===== src/design/ipv4_address_blacklist_filter_unit_defines.svh =====
// Assertion macros shared by the filter design files.
// They assume a clock named clk and an active-low reset named arst_n in scope.
`ifndef IPV4_ADDRESS_BLACKLIST_FILTER_UNIT_DEFINES_SVH
`define IPV4_ADDRESS_BLACKLIST_FILTER_UNIT_DEFINES_SVH

`ifndef SYNTHESIS
`define IBF_ASSERT(lbl, prop) \
	lbl: assert property (@(posedge clk) disable iff (!arst_n) (prop)) \
		else $error("ipv4 filter assertion failed");
`define IBF_ASSERT_IMPL(lbl, ante, cons) \
	lbl: assert property (@(posedge clk) disable iff (!arst_n) (ante) |-> (cons)) \
		else $error("ipv4 filter assertion failed");
`define IBF_ASSERT_NEXT(lbl, ante, cons) \
	lbl: assert property (@(posedge clk) disable iff (!arst_n) (ante) |=> (cons)) \
		else $error("ipv4 filter assertion failed");
`else
`define IBF_ASSERT(lbl, prop)
`define IBF_ASSERT_IMPL(lbl, ante, cons)
`define IBF_ASSERT_NEXT(lbl, ante, cons)
`endif

`endif


===== src/design/ipv4bf_pkg.sv =====
`default_nettype none

package ipv4bf_pkg;

	localparam int ENTRIES_DEF = 16;

	localparam logic [1:0] CMD_FILTER = 2'd0;
	localparam logic [1:0] CMD_ADD    = 2'd1;
	localparam logic [1:0] CMD_REMOVE = 2'd2;

	localparam logic [1:0] ST_DONE      = 2'd0;
	localparam logic [1:0] ST_PRESENT   = 2'd1;
	localparam logic [1:0] ST_NOT_FOUND = 2'd2;
	localparam logic [1:0] ST_FULL      = 2'd3;

	typedef struct packed {
		logic [1:0]  cmd;
		logic [31:0] address;
	} req_t;

	typedef struct packed {
		logic       drop;
		logic [1:0] status;
	} rsp_t;

	// Command token as it walks the chain, with what the slots so far reported.
	typedef struct packed {
		logic [1:0]  cmd;
		logic [31:0] address;
		logic        hit;
		logic        free_seen;
	} token_t;

	typedef struct packed {
		logic finish;
		logic commit;
	} cell_ctl_t;

endpackage

`default_nettype wire


===== src/design/ipv4bf_cell.sv =====
`default_nettype none

module ipv4bf_cell
	import ipv4bf_pkg::*;
(
	input  wire logic      clk,
	input  wire logic      arst_n,
	input  wire logic      prev_vld,
	input  wire token_t    prev_tok,
	input  wire cell_ctl_t ctl,
	output logic           next_vld,
	output token_t         next_tok
);

	logic        valid_q;
	logic        pending_q;
	logic        vld_q;
	logic [31:0] addr_q;
	token_t      tok_q;
	logic        match;
	logic        free;
	logic        claim;
	token_t      tok_upd;

	assign match = valid_q && (addr_q == prev_tok.address);
	assign free  = !valid_q && !pending_q;
	// The lowest free slot reserves itself for an add; the end of the chain
	// confirms the reservation only if no slot held the address.
	assign claim = prev_vld && (prev_tok.cmd == CMD_ADD) && free && !prev_tok.free_seen;

	always_comb begin
		tok_upd           = prev_tok;
		tok_upd.hit       = prev_tok.hit | match;
		tok_upd.free_seen = prev_tok.free_seen | free;
	end

	always_ff @(posedge clk or negedge arst_n) begin
		if (!arst_n) begin
			valid_q   <= 1'b0;
			pending_q <= 1'b0;
			vld_q     <= 1'b0;
		end else begin
			vld_q <= prev_vld;
			if (ctl.finish) begin
				pending_q <= 1'b0;
				if (ctl.commit && pending_q) begin
					valid_q <= 1'b1;
				end
			end else if (claim) begin
				pending_q <= 1'b1;
			end else if (prev_vld && (prev_tok.cmd == CMD_REMOVE) && match) begin
				valid_q <= 1'b0;
			end
		end
	end

	always_ff @(posedge clk) begin
		if (claim) begin
			addr_q <= prev_tok.address;
		end
		if (prev_vld) begin
			tok_q <= tok_upd;
		end
	end

	assign next_vld = vld_q;
	assign next_tok = tok_q;

endmodule

`default_nettype wire


===== src/design/ipv4_address_blacklist_filter_unit.sv =====
// Exact-match IPv4 address table, one command per transaction.
// The req channel carries a command (filter, add, remove) and an address; the
// rsp channel returns one result per command with drop and status fields.
// A command travels as a token through a chain of ENTRIES slot cells, one
// cell per cycle; each cell compares its stored address, removes on a match,
// or reserves itself as the lowest free slot for an add. At the end of the
// chain the result is formed and a pending add is committed to its slot.
// The token is registered in every cell, and the result again in the output register.
// One command at a time: a new request is accepted only after the previous
// token has walked through the whole cell chain.
// Reset empties the table and the response registers; it takes effect at once.
// When the receiver stalls, the waiting result stays in the output register
// and the next command is still accepted; its result waits in a second
// register, and req_ready stays low until that register drains.
`default_nettype none
`include "ipv4_address_blacklist_filter_unit_defines.svh"

module ipv4_address_blacklist_filter_unit
	import ipv4bf_pkg::*;
#(
	parameter int ENTRIES = ENTRIES_DEF
) (
	input  wire logic clk,
	input  wire logic arst_n,
	input  wire logic req_valid,
	output logic      req_ready,
	input  wire req_t req,
	output logic      rsp_valid,
	input  wire logic rsp_ready,
	output rsp_t      rsp
);

	logic             busy_q;
	logic             rsp_valid_q;
	logic             skid_valid_q;
	rsp_t             rsp_q;
	rsp_t             skid_q;
	logic             accept;
	logic             finish;
	logic             rsp_take;
	rsp_t             result;
	cell_ctl_t        ctl;
	logic   [ENTRIES:0] vld;
	token_t           tok [ENTRIES+1];

	assign req_ready = !busy_q && !skid_valid_q;
	assign accept    = req_valid && req_ready;
	assign rsp_take  = rsp_valid_q && rsp_ready;

	assign tok[0] = {req.cmd, req.address, 1'b0, 1'b0};
	assign vld[0] = accept;

	for (genvar i = 0; i < ENTRIES; i++) begin : g_cell
		ipv4bf_cell u_cell (
			.clk      (clk),
			.arst_n   (arst_n),
			.prev_vld (vld[i]),
			.prev_tok (tok[i]),
			.ctl      (ctl),
			.next_vld (vld[i+1]),
			.next_tok (tok[i+1])
		);
	end

	assign finish = vld[ENTRIES];

	always_comb begin
		result.drop   = 1'b0;
		result.status = ST_DONE;
		ctl.finish    = finish;
		ctl.commit    = 1'b0;
		case (tok[ENTRIES].cmd)
			CMD_FILTER: begin
				result.drop = tok[ENTRIES].hit;
			end
			CMD_ADD: begin
				if (tok[ENTRIES].hit) begin
					result.status = ST_PRESENT;
				end else if (!tok[ENTRIES].free_seen) begin
					result.status = ST_FULL;
				end else begin
					ctl.commit = 1'b1;
				end
			end
			CMD_REMOVE: begin
				if (!tok[ENTRIES].hit) begin
					result.status = ST_NOT_FOUND;
				end
			end
			default: begin
				result.status = ST_DONE;
			end
		endcase
	end

	always_ff @(posedge clk or negedge arst_n) begin
		if (!arst_n) begin
			busy_q       <= 1'b0;
			rsp_valid_q  <= 1'b0;
			skid_valid_q <= 1'b0;
		end else begin
			if (accept) begin
				busy_q <= 1'b1;
			end else if (finish) begin
				busy_q <= 1'b0;
			end
			if (finish) begin
				if (!rsp_valid_q || rsp_ready) begin
					rsp_valid_q <= 1'b1;
				end else begin
					skid_valid_q <= 1'b1;
				end
			end else if (rsp_take) begin
				rsp_valid_q  <= skid_valid_q;
				skid_valid_q <= 1'b0;
			end
		end
	end

	always_ff @(posedge clk) begin
		if (finish) begin
			if (!rsp_valid_q || rsp_ready) begin
				rsp_q <= result;
			end else begin
				skid_q <= result;
			end
		end else if (rsp_take && skid_valid_q) begin
			rsp_q <= skid_q;
		end
	end

	assign rsp_valid = rsp_valid_q;
	assign rsp       = rsp_q;

	`IBF_ASSERT(a_one_token, $onehot0(vld))
	`IBF_ASSERT_IMPL(a_skid_behind_rsp, skid_valid_q, rsp_valid_q)
	`IBF_ASSERT_IMPL(a_finish_busy, finish, busy_q && !accept)
	`IBF_ASSERT_IMPL(a_finish_room, finish, !skid_valid_q)
	`IBF_ASSERT_NEXT(a_accept_busy, accept, busy_q && !req_ready)

endmodule

`default_nettype wire

===== config.mk =====
export PLATFORM = sky130hd
export DESIGN_NAME = ipv4_address_blacklist_filter_unit
export DESIGN_NICKNAME = d
export VERILOG_FILES = /design/src/design/ipv4bf_pkg.sv /design/src/design/ipv4bf_cell.sv /design/src/design/ipv4_address_blacklist_filter_unit.sv
export VERILOG_INCLUDE_DIRS = /design/src /design/src/design
export SDC_FILE = /design/constraint.sdc
export NUM_CORES = 1
export LEC_CHECK = 0
export BUFFER_PORTS_ARGS = -buffer_cell sky130_fd_sc_hd__buf_4
export CORE_MARGIN = 2
export CORE_UTILIZATION = 35
export CTS_CLUSTER_SIZE = 40
export DETAILED_ROUTE_END_ITERATION = 10
export HOLD_SLACK_MARGIN = 0.02
export PLACE_DENSITY = 0.58
export RECOVER_POWER = 25
export SLEW_MARGIN = 10
export SYNTH_ARGS = -nofsm -noshare
export SYNTH_HDL_FRONTEND = slang
export SYNTH_SLANG_ARGS = --single-unit

===== constraint.sdc =====
create_clock -name clk -period 5.7 [get_ports clk]
set_clock_uncertainty 0.2 [all_clocks]
set_input_delay 0.285 -clock clk [delete_from_list [all_inputs] [get_ports clk]]
set_output_delay 0.285 -clock clk [all_outputs]
set_load 0.02 [all_outputs]

* Yosys cells after proc, flatten, opt, wreduce, memory -nomap -nowiden
Cells that the tools add are included.
** Operators by class
- Add/sub/neg operators :: 0
- Multiply operators :: 0
- Div/mod/pow operators :: 0
- $lt $le $gt $ge :: 0
- Eq/ne operators :: 84
- Shift-type cells :: 0
- Mux-type cells :: 115
- Bitwise operators :: 31
- Reduce and logical (&&, ||, !) cells :: 238
** Operators with widths (number)
- $eq A32 B32 Y1 :: 16
- $logic_and A1 B1 Y1 :: 131
- $mux W1 :: 108
- $reduce_bool A2 Y1 :: 35
- $logic_not A1 Y1 :: 50
- $reduce_and A3 Y1 :: 16
- $ne A2 B2 Y1 const B :: 18
- $eq A2 B1 Y1 const B :: 17
- $eq A2 B2 Y1 const B :: 17
- $ne A2 B1 Y1 const B :: 16
- $or A1 B1 Y1 :: 30
- $mux W3 :: 3
- $reduce_and A2 Y1 :: 4
- $mux W2 :: 3
- $pmux W2 S2 :: 1
- $logic_not A2 Y1 :: 1
- $logic_or A1 B1 Y1 :: 1
- $not A1 Y1 :: 1
** Word-level totals
- Register bits after elaboration :: 1113
- Latch bits :: 0
- Memory bits (writable) :: 0
- Memory bits (read-only) :: 0
- Input port bits :: 38
- Output and inout bits :: 5
- Memories kept :: 0

* Longest topological paths before layout
- Depth in word-level cells :: 8
- Depth in mapped cells :: 7
- Mapped depth without buffers :: 6

* By module
Synthesis repeated with hierarchy kept, for this count alone.
** Unflattened totals
- Cells, all modules :: 2026
- Area total of the unflattened synthesis :: 41210.8 sq um
** By module, submodules not included
- ipv4bf_cell :: instances 16, cells each 124, area an instance 2546.2 sq um
- ipv4_address_blacklist_filter_unit :: instances 1, cells each 42, area an instance 471.7 sq um

* Worst setup path before layout
Ideal clock, no wire load.
- Kind :: register to register
- Start :: reg g_cell[11].u_cell.vld_q
- End :: reg g_cell[12].u_cell.addr_q[0], enable pin
- Setup time :: 0.470 ns
- Arrival time :: 4.169 ns
- Setup slack :: 0.860 ns
- Stages on the path, launching flop included :: 3
- Clock period less this slack :: 4.840 ns
- Path through :: dfrtp_1 -> or4b_2 -> nor3b_1
** On the way
- Word-level cells in the longest chain between the ends :: 3
** RTL lines
- from (decl) :: RTL line ipv4bf_cell.sv:17 : logic vld_q;
- from (signal assigned) :: RTL line ipv4bf_cell.sv:43 : vld_q <= prev_vld;
- $logic_and A1 B1 Y1 (3 in series) :: RTL line ipv4bf_cell.sv:29 : assign claim = prev_vld && (prev_tok.cmd == CMD_ADD) && free && !prev_tok.free_seen;
- to (signal assigned) :: RTL line ipv4bf_cell.sv:59 : addr_q <= prev_tok.address;
- to (decl) :: RTL line ipv4bf_cell.sv:18 : logic [31:0] addr_q;
No other way between the ends.
A chain may end at the register's enable or synchronous reset.

* Worst setup path in the final report
- Start :: reg skid_valid_q
- End :: reg g_cell[0].u_cell.addr_q[5], enable pin
** On the way
- Word-level cells in the longest chain between the ends :: 5
** RTL lines
- from (decl) :: RTL line ipv4_address_blacklist_filter_unit.sv:35 : logic skid_valid_q;
- from (signal assigned) :: RTL line ipv4_address_blacklist_filter_unit.sv:100 : skid_valid_q <= 1'b0;
- from (signal assigned) :: RTL line ipv4_address_blacklist_filter_unit.sv:111 : skid_valid_q <= 1'b1;
- from (signal assigned) :: RTL line ipv4_address_blacklist_filter_unit.sv:115 : skid_valid_q <= 1'b0;
- $logic_not A1 Y1 :: RTL line ipv4_address_blacklist_filter_unit.sv:46 : assign req_ready = !busy_q && !skid_valid_q;
- $logic_and A1 B1 Y1 :: RTL line ipv4_address_blacklist_filter_unit.sv:46
- $logic_and A1 B1 Y1 :: RTL line ipv4_address_blacklist_filter_unit.sv:47 : assign accept = req_valid && req_ready;
- named net accept :: RTL line ipv4_address_blacklist_filter_unit.sv:38 : logic accept;
- $logic_and A1 B1 Y1 (2 in series) :: RTL line ipv4bf_cell.sv:29
- to (signal assigned) :: RTL line ipv4bf_cell.sv:59
- to (decl) :: RTL line ipv4bf_cell.sv:18
The timed path passes the listed nets, and every way through them passes these cells.

==> flow_metrics.tcl <==
set metrics [dict create \
    nets 2268 \
    cts_buffers 106 \
    die-width_um 342 \
    power_density_nw_per_um2 415 \
    crit_start "skid_valid_q" \
    synthDistinctLibCells 45 \
    slew_violations 0 \
    finalHoldViolations 0 \
    antenna_cells 0 \
    root_buffer "clkbuf_16" \
    maxClockFrequency_ghz 0.380 \
    dp_hpwl_mm 47.7 \
    status "complete, no violations" \
    final_common_cell "edfxtp_1" \
    first_pass_iters 5 \
    min_path_type "in -> async" \
    cts_tree "done" \
    grt_overflow 0 \
    start_util_pct 35.4 \
    rr_startpoint "skid_valid_q" \
    final.period_utilization_pct 46.2 \
    vias_per_cell 4.54 \
    rsz0062_at_grt "no" \
    hold_ws_ps 26.3 \
    syn_area_per_cell_um2 19.8 \
    drtAntennaViolNets 0 \
    synthesis.nets 2056 \
    grt_pass1_vias 18100 \
    yosysSeqAreaShare_pct 83.0 \
    core_um2 113000 \
    h-tree-depth 3 \
    first_iter_violations 1338 \
    relSlewSlack_pct 38.6 \
    synthArstFlopShare_pct 4.58 \
    power_frac_seq_pct 57.9 \
    setup_viol 0 \
    syn_area_um2 40000 \
    peakVddDrop_uv 258 \
    syn_inst 2015 \
    crit_type "reg -> reg" \
    drc 0 \
    wl_per_cell_um 18.3 \
    cts_hold_buf 36 \
    cts_sinks 1113 \
    tns_ps 0 \
    yosysWarnings 0 \
    synth_top_flop_cell "edfxtp_1" \
    n_fill_cell 10000 \
    switching_share_pct 23.2 \
    ios 43 \
    p_leak_nw 14.9 \
    worst_ep_arrival_time_ps 2750 \
    synth_seq_cells 1113 \
    place_congestion 0.777 \
    portBuffers 42 \
    post_cts_resized 0 \
    maxCapViolCount 0 \
    num_vias 17300 \
    grt_util_all_layers_pct 12.0 \
    path_clk_slew_ps 60 \
    cp-start-kind "flop" \
    worst_pin_slew_ps 921 \
    final_util_pct 40.8 \
    comb_power_share_pct 6.2 \
    dp_cells 3583 \
    die-area_um2 117000 \
    die-height_um 342 \
    cp-end-kind "flop" \
    p_switching_mw 4.44 \
    cts_setup_buffers 0 \
    crit_fanout 40 \
    clkPwrFrac_pct 36.0 \
    min_period_ps 2630 \
    antenna_found_initial 0 \
    insertion_delay_ps 670 \
    synth_edf_count 1062 \
    syn_to_final_growth_pct 15.4 \
    row_count 123 \
    clock_path_buffers 3 \
    totalWireLength_mm 69.6 \
    instances_no_fill 3812 \
    grt_max_degree 52 \
    grt_pass1_wl_mm 109 \
    intPower_mw 14.7 \
    final_cell_mix "edfxtp_1 (1062), xor2_1 (313), xnor2_1 (191)" \
    crit_required_ps 5820 \
    drive_gt1_share_pct 9.13 \
]
-- power groups by stage --
| stage | clock network [mW] | logic (mW) | registers, mW |
|---|---|---|---|
| finish | 6.89 | 1.18 | 11.1 |
| global route | 7.39 | 1.33 | 11.2 |
| CTS | 7.08 | 1.22 | 11.1 |
| detailed placement | 0 | 1.18 | 11.3 |
| global placement | 0 | 1.16 | 11.3 |
| floorplan | 0 | 0.582 | 11.1 |
-- cell families (layout without fill, tap and decap cells) --
| family | count (synthesis) | count (layout) | synth area share [%] |
|---|---|---|---|
| compound gates | 68 | 68 | 1.14 |
| xor+xnor | 504 | 504 | 11.0 |
| fa+ha+maj | 3 | 3 | 0.0939 |
| buf+inv | 18 | 315 | 0.172 |
| flops | 1113 | 1113 | 83.0 |
| mux | 3 | 3 | 0.0845 |
| simple gates | 306 | 306 | 4.49 |
-- Yosys cell counts (6+ instances only) --
master | n | share of area, %
a21oi_1 | 27 | 0.34
a41oi_1 | 7 | 0.15
dfrtp_1 | 51 | 3.2
edfxtp_1 | 1062 | 80
inv_1 | 13 | 0.12
nand2_1 | 23 | 0.22
nand3_1 | 21 | 0.26
nand4_1 | 49 | 0.77
nand4bb_1 | 14 | 0.39
nor2_1 | 51 | 0.48
nor3_1 | 38 | 0.48
nor4_1 | 72 | 1.1
nor4_2 | 6 | 0.19
o21bai_1 | 15 | 0.28
or2_1 | 7 | 0.11
or4_1 | 7 | 0.13
xnor2_1 | 191 | 4.2
xor2_1 | 313 | 6.9
-- layout make-up --
class	count	area [um^2]	share of cell area, %
Sequential cell	1113	33200	71.9
Multi-Input combinational cell	884	6820	14.8
Clock buffer	145	2870	6.22
Tap cell	1500	1880	4.07
Timing Repair Buffer	109	781	1.69
Clock inverter	48	556	1.20
Inverter	13	48.8	0.106
-- final timing paths --
check                                                     to  slack [ps]  depth (start not counted)
worst max-delay path              g_cell[0].u_cell.addr_q[5]        3070                          4
worst min-delay path             g_cell[15].u_cell.pending_q          30                          2
worst max register to register    g_cell[0].u_cell.addr_q[5]        3070                          4
worst min register to register  g_cell[15].u_cell.addr_q[19]         270                          0
max in group asynchronous                       skid_valid_q        4720                          2
min in group clk                   g_cell[0].u_cell.next_vld         170                          2
-- state kept, by name, summed over array words and instances (netlist names) --
signal and flops:
g_cell.u_cell.addr_q 512, g_cell.u_cell.pending_q 16, g_cell.u_cell.next_vld 16, rsp_valid 1, g_cell.u_cell.next_tok 544, skid_valid_q 1, g_cell.u_cell.valid_q 16, rsp 3
busy_q 1, skid_q 3
-- per-stage QoR --
step / total power, mW / cell area [um^2] / worst slack [ps]
6_report: 19.2 / 46100 / 3070
5_1_grt: 19.9 / 46100 / 2770
4_1_cts: 19.4 / 46200 / 2990
3_5_place_dp: 12.5 / 42500 / 2990
3_3_place_gp: 12.4 / 42500 / 3080
2_1_floorplan: 11.7 / 40000 / 860
-- metal layers --
layer | track usage (%) | wire, um | vias up
li1 | - | - | 8139
met1 | 15.9 | 30800 | 8854
met2 | 20.3 | 35100 | 228
met3 | 2.29 | 2150 | 103
met4 | 3.11 | 1530 | 0
met5 | 0 | 0 | -
-- critical path, cell delays in order (launching register included) --
cell and delay [ps]:
dfrtp_1 420, nor2_1 170, and2_2 760, and4b_1 320
buf_4 380
Power figures use the tool's default switching activity.
